**src/hdl/dcd_pkg.sv**
```systemverilog
// Shared types and constants for the double clap detector.
// No dependencies; every other file in hdl/ refers to it by scoped names.
package dcd_pkg;

  localparam int SAMPLE_W  = 16;
  localparam int CFG_W     = 16;
  localparam int CFG_IDX_W = 3;
  localparam int LEVEL_W   = 17;
  localparam int ELAPSED_W = 16;

  localparam logic [ELAPSED_W-1:0] ELAPSED_MAX = '1;

  // reset values of the settings registers
  localparam logic [CFG_W-1:0] LOUD_THRESHOLD_RST = 16'd200;
  localparam logic [CFG_W-1:0] QUIET_LEVEL_RST    = 16'd30;
  localparam logic [CFG_W-1:0] MIN_LOUD_MS_RST    = 16'd20;
  localparam logic [CFG_W-1:0] PAUSE_MS_RST       = 16'd60;
  localparam logic [CFG_W-1:0] WINDOW_MS_RST      = 16'd200;

  typedef enum logic [1:0] {
    OP_CALIB   = 2'd0,
    OP_MEASURE = 2'd1,
    OP_TICK    = 2'd2
  } op_t;

  typedef enum logic [1:0] {
    PH_FIRST      = 2'd0,
    PH_WAIT_QUIET = 2'd1,
    PH_PAUSE      = 2'd2,
    PH_SECOND     = 2'd3
  } phase_t;

  typedef enum logic [CFG_IDX_W-1:0] {
    REG_LOUD_THRESHOLD = 3'd0,
    REG_QUIET_LEVEL    = 3'd1,
    REG_MIN_LOUD_MS    = 3'd2,
    REG_PAUSE_MS       = 3'd3,
    REG_WINDOW_MS      = 3'd4
  } cfg_reg_t;

  typedef struct packed {
    logic [CFG_W-1:0] loud_threshold;
    logic [CFG_W-1:0] quiet_level;
    logic [CFG_W-1:0] min_loud_ms;
    logic [CFG_W-1:0] pause_ms;
    logic [CFG_W-1:0] window_ms;
  } cfg_t;

  typedef struct packed {
    logic [1:0]          operation;
    logic [SAMPLE_W-1:0] sample_a;
    logic [SAMPLE_W-1:0] sample_b;
    logic [SAMPLE_W-1:0] sample_c;
    logic [SAMPLE_W-1:0] sample_d;
  } item_t;

  typedef struct packed {
    logic               double_clap;
    phase_t             phase;
    logic [LEVEL_W-1:0] level;
  } result_t;

endpackage

```
**src/hdl/dcd_channels.sv**
```systemverilog
// Valid/ready channel interfaces: input items, results and settings writes.
// Depends on dcd_pkg for field widths.
interface dcd_in_if;
  logic                         valid;
  logic                         ready;
  logic [1:0]                   operation;
  logic [dcd_pkg::SAMPLE_W-1:0] sample_a;
  logic [dcd_pkg::SAMPLE_W-1:0] sample_b;
  logic [dcd_pkg::SAMPLE_W-1:0] sample_c;
  logic [dcd_pkg::SAMPLE_W-1:0] sample_d;

  modport source (output valid, operation, sample_a, sample_b, sample_c, sample_d,
                  input ready);
  modport sink   (input valid, operation, sample_a, sample_b, sample_c, sample_d,
                  output ready);
endinterface

interface dcd_out_if;
  logic                        valid;
  logic                        ready;
  logic                        double_clap;
  logic [1:0]                  phase;
  logic [dcd_pkg::LEVEL_W-1:0] level;

  modport source (output valid, double_clap, phase, level, input ready);
  modport sink   (input valid, double_clap, phase, level, output ready);
endinterface

interface dcd_cfg_if;
  logic                          valid;
  logic                          ready;
  logic [dcd_pkg::CFG_IDX_W-1:0] index;
  logic [dcd_pkg::CFG_W-1:0]     data;

  modport source (output valid, index, data, input ready);
  modport sink   (input valid, index, data, output ready);
endinterface

```
**src/hdl/dcd_cfg_regs.sv**
```systemverilog
// Settings register file: thresholds and timing limits.
// Depends on dcd_pkg and dcd_cfg_if.
module dcd_cfg_regs (
  input  logic             clk,
  input  logic             rst_n,
  dcd_cfg_if.sink          cfg,
  output dcd_pkg::cfg_t    regs
);

  dcd_pkg::cfg_t regs_r;
  dcd_pkg::cfg_t regs_nxt;

  assign cfg.ready = 1'b1;
  assign regs      = regs_r;

  always_comb begin
    regs_nxt = regs_r;
    if (cfg.valid) begin
      case (dcd_pkg::cfg_reg_t'(cfg.index))
        dcd_pkg::REG_LOUD_THRESHOLD: regs_nxt.loud_threshold = cfg.data;
        dcd_pkg::REG_QUIET_LEVEL:    regs_nxt.quiet_level    = cfg.data;
        dcd_pkg::REG_MIN_LOUD_MS:    regs_nxt.min_loud_ms    = cfg.data;
        dcd_pkg::REG_PAUSE_MS:       regs_nxt.pause_ms       = cfg.data;
        dcd_pkg::REG_WINDOW_MS:      regs_nxt.window_ms      = cfg.data;
        default: ; // unmapped index: write dropped
      endcase
    end
  end

  always_ff @(posedge clk) begin
    if (!rst_n) begin
      regs_r.loud_threshold <= dcd_pkg::LOUD_THRESHOLD_RST;
      regs_r.quiet_level    <= dcd_pkg::QUIET_LEVEL_RST;
      regs_r.min_loud_ms    <= dcd_pkg::MIN_LOUD_MS_RST;
      regs_r.pause_ms       <= dcd_pkg::PAUSE_MS_RST;
      regs_r.window_ms      <= dcd_pkg::WINDOW_MS_RST;
    end else begin
      regs_r <= regs_nxt;
    end
  end

endmodule

```
**src/hdl/dcd_calib.sv**
```systemverilog
// Noise floor calibration: accumulates calibration samples and loads the
// floor as their mean. Depends on dcd_pkg.
module dcd_calib #(
  parameter int CALIB_SAMPLES = 10,
  parameter int SAMPLE_BITS   = 16
) (
  input  logic                   clk,
  input  logic                   rst_n,
  input  logic                   fire,
  input  dcd_pkg::item_t         item,
  output logic [SAMPLE_BITS-1:0] noise_floor
);

  localparam int SUM_W   = SAMPLE_BITS + 4;
  localparam int CNT_W   = $clog2(CALIB_SAMPLES + 1);
  // mean by reciprocal multiply: exact for every SUM_W-bit sum
  localparam int SHIFT   = SUM_W + $clog2(CALIB_SAMPLES);
  localparam int RECIP_W = SHIFT + 1;
  localparam int PROD_W  = SUM_W + RECIP_W;
  localparam logic [RECIP_W-1:0] RECIP =
    RECIP_W'(((64'd1 << SHIFT) + 64'(CALIB_SAMPLES) - 64'd1) / 64'(CALIB_SAMPLES));

  logic [SUM_W-1:0]       calib_sum_r,   calib_sum_nxt;
  logic [CNT_W-1:0]       calib_count_r, calib_count_nxt;
  logic [SAMPLE_BITS-1:0] noise_floor_r, noise_floor_nxt;

  logic [SUM_W-1:0]  sum_acc;
  logic [CNT_W-1:0]  count_inc;
  logic [PROD_W-1:0] product;

  assign sum_acc   = calib_sum_r + SUM_W'(item.sample_a[SAMPLE_BITS-1:0]);
  assign count_inc = calib_count_r + CNT_W'(1);
  assign product   = PROD_W'(sum_acc) * PROD_W'(RECIP);

  always_comb begin
    calib_sum_nxt   = calib_sum_r;
    calib_count_nxt = calib_count_r;
    noise_floor_nxt = noise_floor_r;
    if (fire && (dcd_pkg::op_t'(item.operation) == dcd_pkg::OP_CALIB)) begin
      if (count_inc == CNT_W'(CALIB_SAMPLES)) begin
        noise_floor_nxt = product[SHIFT +: SAMPLE_BITS];
        calib_sum_nxt   = '0;
        calib_count_nxt = '0;
      end else begin
        calib_sum_nxt   = sum_acc;
        calib_count_nxt = count_inc;
      end
    end
  end

  always_ff @(posedge clk) begin
    if (!rst_n) begin
      calib_sum_r   <= '0;
      calib_count_r <= '0;
      noise_floor_r <= '0;
    end else begin
      calib_sum_r   <= calib_sum_nxt;
      calib_count_r <= calib_count_nxt;
      noise_floor_r <= noise_floor_nxt;
    end
  end

  assign noise_floor = noise_floor_r;

endmodule

```
**src/hdl/dcd_detect.sv**
```systemverilog
// Level measurement, millisecond timer and the four-phase clap state machine.
// Depends on dcd_pkg.
module dcd_detect #(
  parameter int SAMPLE_BITS = 16
) (
  input  logic                   clk,
  input  logic                   rst_n,
  input  logic                   fire,
  input  dcd_pkg::item_t         item,
  input  dcd_pkg::cfg_t          cfg,
  input  logic [SAMPLE_BITS-1:0] noise_floor,
  output dcd_pkg::result_t       result
);

  localparam int LW = dcd_pkg::LEVEL_W;

  dcd_pkg::phase_t                 phase_r,      phase_nxt;
  logic [dcd_pkg::ELAPSED_W-1:0]   elapsed_r,    elapsed_nxt;
  logic [LW-1:0]                   last_level_r, last_level_nxt;

  logic [SAMPLE_BITS+1:0] quad_sum;
  logic [LW-1:0]          lvl_meas;
  logic [LW-1:0]          mag;
  logic                   loud_mag;
  logic                   quiet_mag;
  logic                   loud_signed;
  logic                   clap;

  assign quad_sum = (SAMPLE_BITS+2)'(item.sample_a[SAMPLE_BITS-1:0])
                  + (SAMPLE_BITS+2)'(item.sample_b[SAMPLE_BITS-1:0])
                  + (SAMPLE_BITS+2)'(item.sample_c[SAMPLE_BITS-1:0])
                  + (SAMPLE_BITS+2)'(item.sample_d[SAMPLE_BITS-1:0]);
  assign lvl_meas = LW'(quad_sum[SAMPLE_BITS+1:2]) - LW'(noise_floor);
  assign mag      = lvl_meas[LW-1] ? (~lvl_meas + LW'(1)) : lvl_meas;

  assign loud_mag    = mag > LW'(cfg.loud_threshold);
  assign quiet_mag   = mag < LW'(cfg.quiet_level);
  // pause phase compares the signed level, not its magnitude
  assign loud_signed = $signed(lvl_meas) > $signed(LW'(cfg.loud_threshold));

  always_comb begin
    phase_nxt      = phase_r;
    elapsed_nxt    = elapsed_r;
    last_level_nxt = last_level_r;
    clap           = 1'b0;
    if (fire) begin
      case (dcd_pkg::op_t'(item.operation))
        dcd_pkg::OP_MEASURE: begin
          last_level_nxt = lvl_meas;
          case (phase_r)
            dcd_pkg::PH_FIRST: begin
              if (loud_mag) begin
                phase_nxt   = dcd_pkg::PH_WAIT_QUIET;
                elapsed_nxt = '0;
              end
            end
            dcd_pkg::PH_WAIT_QUIET: begin
              if (quiet_mag && (elapsed_r > cfg.min_loud_ms)) begin
                phase_nxt   = dcd_pkg::PH_PAUSE;
                elapsed_nxt = '0;
              end
            end
            dcd_pkg::PH_PAUSE: begin
              if (loud_signed) begin
                phase_nxt = dcd_pkg::PH_FIRST;
              end else if (elapsed_r > cfg.pause_ms) begin
                phase_nxt   = dcd_pkg::PH_SECOND;
                elapsed_nxt = '0;
              end
            end
            default: begin
              if (loud_mag) begin
                clap      = 1'b1;
                phase_nxt = dcd_pkg::PH_FIRST;
              end else if (elapsed_r > cfg.window_ms) begin
                phase_nxt = dcd_pkg::PH_FIRST;
              end
            end
          endcase
        end
        dcd_pkg::OP_TICK: begin
          if (elapsed_r != dcd_pkg::ELAPSED_MAX) begin
            elapsed_nxt = elapsed_r + dcd_pkg::ELAPSED_W'(1);
          end
        end
        default: ; // calibration handled elsewhere; unused code is a no-op
      endcase
    end
  end

  always_ff @(posedge clk) begin
    if (!rst_n) begin
      phase_r      <= dcd_pkg::PH_FIRST;
      elapsed_r    <= '0;
      last_level_r <= '0;
    end else begin
      phase_r      <= phase_nxt;
      elapsed_r    <= elapsed_nxt;
      last_level_r <= last_level_nxt;
    end
  end

  assign result.double_clap = clap;
  assign result.phase       = phase_nxt;
  assign result.level       = last_level_nxt;

endmodule

```
**src/hdl/double_clap_detector_core.sv**
```systemverilog
// Double clap detector top level: input register, step logic, result register.
// Throughput: one beat per cycle unless out_ch stalls; a beat waits in the input
// register and its result in the result register, and the step logic (4-sample add
// and compare, or calibration add and one reciprocal multiply) sits between them.
// Reset (rst_n low, synchronous): both registers empty, phase first, timer,
// calibration and level cleared, noise floor 0, settings at their defaults.
module double_clap_detector_core #(
  parameter int CALIB_SAMPLES = 10,
  parameter int SAMPLE_BITS   = 16
) (
  input  logic       clk,
  input  logic       rst_n,
  dcd_in_if.sink     in_ch,
  dcd_out_if.source  out_ch,
  dcd_cfg_if.sink    cfg_ch
);

  logic                  in_valid_r,  in_valid_nxt;
  dcd_pkg::item_t        in_item_r;
  logic                  out_valid_r, out_valid_nxt;
  dcd_pkg::result_t      out_res_r;

  logic                   fire;
  logic                   in_take;
  dcd_pkg::cfg_t          cfg_regs;
  logic [SAMPLE_BITS-1:0] noise_floor;
  dcd_pkg::result_t       step_res;

  // held beat advances when the result register is free or being drained
  assign fire        = in_valid_r && (!out_valid_r || out_ch.ready);
  assign in_ch.ready = !in_valid_r || fire;
  assign in_take     = in_ch.valid && in_ch.ready;

  always_comb begin
    in_valid_nxt  = in_take || (in_valid_r && !fire);
    out_valid_nxt = fire || (out_valid_r && !out_ch.ready);
  end

  always_ff @(posedge clk) begin
    if (!rst_n) begin
      in_valid_r  <= 1'b0;
      out_valid_r <= 1'b0;
    end else begin
      in_valid_r  <= in_valid_nxt;
      out_valid_r <= out_valid_nxt;
    end
  end

  always_ff @(posedge clk) begin
    if (in_take) begin
      in_item_r.operation <= in_ch.operation;
      in_item_r.sample_a  <= in_ch.sample_a;
      in_item_r.sample_b  <= in_ch.sample_b;
      in_item_r.sample_c  <= in_ch.sample_c;
      in_item_r.sample_d  <= in_ch.sample_d;
    end
    if (fire) begin
      out_res_r <= step_res;
    end
  end

  dcd_cfg_regs u_cfg_regs (
    .clk   (clk),
    .rst_n (rst_n),
    .cfg   (cfg_ch),
    .regs  (cfg_regs)
  );

  dcd_calib #(
    .CALIB_SAMPLES (CALIB_SAMPLES),
    .SAMPLE_BITS   (SAMPLE_BITS)
  ) u_calib (
    .clk         (clk),
    .rst_n       (rst_n),
    .fire        (fire),
    .item        (in_item_r),
    .noise_floor (noise_floor)
  );

  dcd_detect #(
    .SAMPLE_BITS (SAMPLE_BITS)
  ) u_detect (
    .clk         (clk),
    .rst_n       (rst_n),
    .fire        (fire),
    .item        (in_item_r),
    .cfg         (cfg_regs),
    .noise_floor (noise_floor),
    .result      (step_res)
  );

  assign out_ch.valid       = out_valid_r;
  assign out_ch.double_clap = out_res_r.double_clap;
  assign out_ch.phase       = out_res_r.phase;
  assign out_ch.level       = out_res_r.level;

endmodule
```
**src/flat_wrapper.sv**
```systemverilog
// flat-port wrapper written by rule: the top's interface ports become plain ports
module double_clap_detector_core_flat 
#(
  parameter int CALIB_SAMPLES = 10,
  parameter int SAMPLE_BITS   = 16
)
  (clk, rst_n, in_ch_valid, in_ch_operation, in_ch_sample_a, in_ch_sample_b, in_ch_sample_c, in_ch_sample_d, in_ch_ready, out_ch_valid, out_ch_double_clap, out_ch_phase, out_ch_level, out_ch_ready, cfg_ch_valid, cfg_ch_index, cfg_ch_data, cfg_ch_ready);
  dcd_in_if in_ch_i ();
  dcd_out_if out_ch_i ();
  dcd_cfg_if cfg_ch_i ();
  input  logic clk;
  input  logic rst_n;
  input wire logic [$bits(in_ch_i.valid)-1:0] in_ch_valid;
  input wire logic [$bits(in_ch_i.operation)-1:0] in_ch_operation;
  input wire logic [$bits(in_ch_i.sample_a)-1:0] in_ch_sample_a;
  input wire logic [$bits(in_ch_i.sample_b)-1:0] in_ch_sample_b;
  input wire logic [$bits(in_ch_i.sample_c)-1:0] in_ch_sample_c;
  input wire logic [$bits(in_ch_i.sample_d)-1:0] in_ch_sample_d;
  output wire logic [$bits(in_ch_i.ready)-1:0] in_ch_ready;
  output wire logic [$bits(out_ch_i.valid)-1:0] out_ch_valid;
  output wire logic [$bits(out_ch_i.double_clap)-1:0] out_ch_double_clap;
  output wire logic [$bits(out_ch_i.phase)-1:0] out_ch_phase;
  output wire logic [$bits(out_ch_i.level)-1:0] out_ch_level;
  input wire logic [$bits(out_ch_i.ready)-1:0] out_ch_ready;
  input wire logic [$bits(cfg_ch_i.valid)-1:0] cfg_ch_valid;
  input wire logic [$bits(cfg_ch_i.index)-1:0] cfg_ch_index;
  input wire logic [$bits(cfg_ch_i.data)-1:0] cfg_ch_data;
  output wire logic [$bits(cfg_ch_i.ready)-1:0] cfg_ch_ready;
  assign in_ch_i.valid = in_ch_valid;
  assign in_ch_i.operation = in_ch_operation;
  assign in_ch_i.sample_a = in_ch_sample_a;
  assign in_ch_i.sample_b = in_ch_sample_b;
  assign in_ch_i.sample_c = in_ch_sample_c;
  assign in_ch_i.sample_d = in_ch_sample_d;
  assign in_ch_ready = in_ch_i.ready;
  assign out_ch_valid = out_ch_i.valid;
  assign out_ch_double_clap = out_ch_i.double_clap;
  assign out_ch_phase = out_ch_i.phase;
  assign out_ch_level = out_ch_i.level;
  assign out_ch_i.ready = out_ch_ready;
  assign cfg_ch_i.valid = cfg_ch_valid;
  assign cfg_ch_i.index = cfg_ch_index;
  assign cfg_ch_i.data = cfg_ch_data;
  assign cfg_ch_ready = cfg_ch_i.ready;
  double_clap_detector_core #(.CALIB_SAMPLES(CALIB_SAMPLES), .SAMPLE_BITS(SAMPLE_BITS)) u_core (.clk(clk), .rst_n(rst_n), .in_ch(in_ch_i), .out_ch(out_ch_i), .cfg_ch(cfg_ch_i));
endmodule
```
**config.mk**
```make
export PLATFORM = sky130hd
export DESIGN_NAME = double_clap_detector_core_flat
export DESIGN_NICKNAME = d
export VERILOG_FILES = /design/src/hdl/dcd_pkg.sv /design/src/hdl/dcd_channels.sv /design/src/hdl/dcd_cfg_regs.sv /design/src/hdl/dcd_calib.sv /design/src/hdl/dcd_detect.sv /design/src/hdl/double_clap_detector_core.sv /design/src/flat_wrapper.sv
export SDC_FILE = /design/constraint.sdc
export NUM_CORES = 1
export LEC_CHECK = 0
export ABC_AREA = 1
export BUFFER_PORTS_ARGS = -buffer_cell sky130_fd_sc_hd__buf_2
export CAP_MARGIN = 0
export CELL_PAD_IN_SITES_DETAIL_PLACEMENT = 0
export CELL_PAD_IN_SITES_GLOBAL_PLACEMENT = 2
export CORE_MARGIN = 3
export CORE_UTILIZATION = 39
export DETAILED_ROUTE_END_ITERATION = 12
export HOLD_SLACK_MARGIN = 0.03
export PLACE_DENSITY = 0.93
export SLEW_MARGIN = 15
export SYNTH_ARGS = -nofsm -noshare
export SYNTH_HDL_FRONTEND = slang
export SYNTH_SLANG_ARGS = --single-unit
export TNS_END_PERCENT = 100
```
**constraint.sdc**
```tcl
create_clock -name clk -period 10.7 [get_ports clk]
set_clock_uncertainty 0.1 [all_clocks]
set_input_delay 0.535 -clock clk [delete_from_list [all_inputs] [get_ports clk]]
set_output_delay 0.535 -clock clk [all_outputs]
set_load 0.01 [all_outputs]
```
; Word-level counts from Yosys, hierarchy flattened
; Index checks and enable logic that the tools add are counted.
[classes]
add_sub_neg = 8
mul = 1
order_cmp = 6
n_eq_ne = 16
n_mux = 22
bitwise = 2
n_reduce_logical = 26
[ops]
columns = operator, count
row1 = 16-bit two-way mux, 5
row2 = 17-bit two-way mux, 3
row3 = 16-bit > comparator, 3
row4 = 16-bit one-hot mux with 3 select lines, 1
row5 = 20-bit by 20-bit multiplier with 39-bit output (second input constant), 1
row6 = 18-bit by 16-bit adder with 18-bit output, 2
row7 = 16-bit one-hot mux with 2 select lines, 1
row8 = 20-bit by 16-bit adder with 20-bit output, 1
row9 = 20-bit two-way mux, 1
row10 = 16-bit by 16-bit adder with 17-bit output, 1
row11 = 17-bit by 1-bit adder with 17-bit output (second input constant), 1
row12 = 17-bit by 16-bit > comparator with 1-bit output, 1
row13 = 17-bit > comparator, 1
row14 = 17-bit by 16-bit < comparator with 1-bit output, 1
row15 = 17-bit inverter, 1
row16 = 16-bit by 16-bit subtractor with 17-bit output, 1
row17 = 16-bit by 1-bit adder with 16-bit output (second input constant), 1
row18 = 2-bit two-way mux, 8
row19 = 16-bit != test (second input constant), 1
row20 = 3-bit != test (second input constant), 4
row21 = 2-bit AND reduction, 6
row22 = 8-bit AND reduction, 1
row23 = 3-bit by 2-bit equality test with 1-bit output (second input constant), 2
row24 = 1-bit logical AND, 6
row25 = 18 further kinds, 27
[word_totals]
regBits = 243
input_bits = 90
output_inout_bits = 23
wordCells = 102

; Longest topological paths before layout
[logic_depth]
ltp_word = 13
mapped_depth = 55
mapped_depth_nobuf = 54

; Modules after synthesis
; Synthesis repeated with hierarchy kept, for this count alone.
[hier_totals]
cells_unflattened = 3118
hier_area_um2 = 24141.9
[modules_own_cells]
columns = mod, n_inst, cells_each, area_per_inst_um2, seq_area_each_um2
row1 = dcd_calib, 1, 1366, 10575.1, 800.8
row2 = dcd_detect, 1, 1200, 7661.1, 700.7
row3 = dcd_cfg_regs, 1, 453, 3228.1, 1601.5
row4 = double_clap_detector_core, 1, 99, 2677.6, 2622.5

; Worst setup path before layout
; OpenSTA, ideal clock, no wires.
[synth_timing]
path_kind = register to register
start = register u_core.in_item_r[48] (netlist bit)
end = register u_core.u_calib.noise_floor_r[11] (netlist: u_core.u_calib.noise_floor[11])
setup_time_ns = 0.115
arrival_ns = 7.168
required_time_ns = 10.485
slack_ns = 3.316
path_stages_with_launch = 35
n_path_buf = 0
synth_period_minus_slack_ns = 7.384
cell_sequence = edfxtp_1 -> ha_1 -> fa_1 -> a21oi_1 -> o21bai_1 -> nand2_1 -> o211ai_1 -> a21boi_0 -> o21ai_0 -> a21oi_1 -> xor2_1 -> ha_1 -> inv_1 -> fa_1 -> inv_1 -> ha_1 -> inv_1 -> fa_1 -> fa_1 -> inv_1 -> fa_1 -> fa_1 -> ha_1 -> a21oi_1 -> inv_1 -> a21oi_1 -> o21ai_0 -> a21oi_1 -> o21ai_0 -> a21oi_1 -> o21ai_0 -> nand2_1 -> nand2_1 -> o21ai_0 -> inv_1
[synth_via]
elab_chain_len = 2
[synth_lines]
columns = element, line_no
row1 = start: declaration, double_clap_detector_core.sv:19  ; dcd_pkg::item_t in_item_r;
row2 = 20-bit by 16-bit adder with 20-bit output, dcd_calib.sv:31  ; assign sum_acc = calib_sum_r + SUM_W'(item.sample_a[SAMPLE_BITS-1:0]);
row3 = 20-bit by 20-bit multiplier with 39-bit output, dcd_calib.sv:33  ; assign product = PROD_W'(sum_acc) * PROD_W'(RECIP);
row4 = end signal: assignment, dcd_calib.sv:59  ; noise_floor_r <= noise_floor_nxt;
row5 = end: declaration, dcd_calib.sv:25  ; logic [SAMPLE_BITS-1:0] noise_floor_r, noise_floor_nxt;
; No other way between the ends.
; A chain may end at the register's enable or synchronous reset.

; Worst setup path in the final report
; Same ends and word-level chain as after synthesis.

==> results.toml <==
[grt]
grt_pass1_vias = 18250
grt-ovfl-total = 0
antenna_found_initial = 0
grt_max_degree = 92
track_usage_pct = 19.59
grt_pass1_wl_mm = 95.30

[timing]
slew_violations = 0
final-setup-viol-count = 0
slew-limit-headroom_pct = 31.37
rsz0062_at_grt = "no"
fin_crit_ns = 8.474
setup_ws_ns = 2.226
final_hold_viol_count = 0
worst_pin_slew_ns = 1.022
period_share_pct = 79.20
max_freq_mhz = 118.0
tns_ns = 0

[detailed_routing]
drtAntennaViolNets = 0
num_vias = 17930
wl_mm = 59.59
post_drt_via_cell_ratio = 4.921
drtPass1Iterations = 5
drc = 0
routedWlPerCell_um = 16.36
first_iter_violations = 881

[yosys]
syn_nets = 3330
synth_warnings = 0
synthFlopType = "dfxtp_1"
synth-compound-area-share_pct = 12.12
synth.avg_cell_area_um2 = 8.319
synth_edf_count = 86
ys_ff_latch = 243
ys_types = 53
ys_seq_area_share_pct = 25.32
async_flop_share_pct = 0
yosys-top-cells-count = "571 x inv_1, 397 x nand2_1, 364 x ha_1"
synth-simple-area-share_pct = 14.71
synthTopCellsByArea = "ha_1 20%, fa_1 14%, dfxtp_1 14%"
synth_most_common_cell = "inv_1"
yosysTopAreaCell = "ha_1"
synth_top_area_share_pct = 20.14
synthCells = 2718
synth-xor-area-share_pct = 3.293
syn_area_mm2 = 0.02261
synth_top_family_by_area = "adder cells"
synth_fa_ha_area_share_pct = 34.13
muxShareOfSynthArea_pct = 0

[flow_run]
maxCapViolCount = 0

[setup_path]
critical_path.startpoint_type = "flip-flop"
cp_slowest_cell = "xor2_1"
path_class = "reg2reg"
crit_arrival_ns = 8.86
path_max_fanout = 6
rr_worst_depth = 32
cp-end-kind = "flip-flop"
slowest_delay_ns = 0.72
required_ns = 11.08

[clock_network]
cts-hold-fix-buffers = 42
htreeDepth = 1
clk_pin_slew_ns = 0.06
cts_setup_buffers = 0
ctsRootBufferMaster = "clkbuf_16"
clock_sinks = 243
numCtsBuffers = 28
cts_tree = "yes"
clockBufferDepth = 3
worstSkewPairLatency_ns = 0.59
cts_resized = 0

[placed_design]
placedInstanceArea_mm2 = 0.02398
pre_cts_ws_ns = 2.093
dp_hpwl_mm = 49.36
io_buffers = 111
gp_congestion = 0.9249

[die]
ios = 113
fp-row-count = 87
floorplan.initialDensity_pct = 39.79
die_w_um = 246.8
die_area_mm2 = 0.06090
die_h_um = 246.8
fp.coreArea_mm2 = 0.05682

[final_layout]
final_nets = 3478
antenna_cells = 0
final_cell_area_mm2 = 0.02537
drive_above_1_share_pct = 8.521
synthToLayoutAreaGrowth_pct = 12.22
nFillCells = 5647

[status]
status = "completed"

[min_path]
hold_path_class = "in2reg"
worstHoldPathCells = 1
## area by class of cell
cell class / instances / area, µm² / share of cell area (%)
Inverter: 576 / 2162 / 8.521
Timing Repair Buffer: 162 / 1046 / 4.122
Tap cell: 756 / 945.9 / 3.728
Multi-Input combinational cell: 1855 / 14530 / 57.28
Sequential cell: 243 / 5725 / 22.57
Clock buffer: 29 / 704.4 / 2.776
Clock inverter: 22 / 256.5 / 1.011
## flip-flops by register name, indices dropped and copies added (netlist names)
| signal | flops |
|---|---|
| u_core.out_ch.valid | 1 |
| u_core.u_detect.last_level_r | 17 |
| u_core.u_calib.calib_count_r | 4 |
| u_core.out_ch.phase | 2 |
| u_core.in_item_r | 66 |
| u_core.u_calib.noise_floor | 16 |
| u_core.u_calib.calib_sum_r | 20 |
| u_core.u_detect.phase_r | 2 |
| u_core.in_valid_r | 1 |
| u_core.u_cfg_regs.regs | 80 |
| u_core.out_ch.double_clap | 1 |
| u_core.u_detect.elapsed_r | 16 |
| u_core.out_ch.level | 17 |
## worst max-delay path: cells and delay by family (launching register included)
kind                       cells  cell delay (ns)
xor gates and xnor gates       1             0.72
and+or+nand+nor                6             0.52
buffers and inverters          6             0.33
AOI/OAI and AO/OA              9             1.93
DFF                            1             0.39
adders and majority gates     10             4.38
## cell families (layout without fill, tap and decap cells)
logic type	count (synthesis)	in the layout
and+or+nand+nor	754	754
buffers and inverters	620	789
adders and majority gates	522	522
AOI/OAI and AO/OA	493	493
DFF	243	243
xor gates and xnor gates	85	85
other	1	1
## layout by cell type, fill, tap and decap left out, drive strengths merged, types with 6 or more instances in the layout
| cell | count |
|---|---|
| clkinv | 12 |
| nor2 | 156 |
| nand3 | 90 |
| buf | 119 |
| and2 | 11 |
| dfxtp | 157 |
| fa | 158 |
| nand4 | 18 |
| nand2 | 435 |
| a21oi | 266 |
| nor4 | 7 |
| clkbuf | 29 |
| edfxtp | 86 |
| a211oi | 7 |
| o211ai | 21 |
| o21a | 8 |
| dlygate4sd3 | 43 |
| xnor2 | 20 |
| inv | 577 |
| o21bai | 7 |
| xor2 | 65 |
| ha | 364 |
| nor3 | 23 |
| a31oi | 11 |
| a21o | 6 |
| o21ai | 148 |
## worst paths after layout
kind,from,end,slack (ns)
min,in_ch_sample_c[8],u_core.in_item_r[24],0.06
max,u_core.in_item_r[48],u_core.u_calib.noise_floor[11],2.23
max reg2reg,u_core.in_item_r[48],u_core.u_calib.noise_floor[11],2.23
min reg2reg,u_core.u_cfg_regs.regs[30],u_core.u_cfg_regs.regs[30],0.36
## per-stage QoR
stage | cells | hold slack, ns | util (%)
after floorplan | 2718 | 0.3331 | -
after global placement | 3549 | 0.3470 | 42.21
after detailed placement | 3549 | 0.3512 | 42.21
after CTS | 3642 | 0.03009 | 44.64
after global routing | 3643 | 0.03012 | 44.65
final | 3643 | 0.06038 | 44.65
## per-layer routing
| layer | up-vias | global-route usage (%) | wire [µm] |
|---|---|---|---|
| met5 | - | 0 | 0 |
| met4 | 0 | 3.626 | 1099 |
| met3 | 62 | 2.245 | 2188 |
| met2 | 310 | 34.66 | 28790 |
| met1 | 8463 | 25.93 | 27520 |
| li1 | 9092 | - | - |
Power is left out: the tool's default activity adds up to more than one toggle a clock period on the data nets, which glitch-free logic cannot reach.
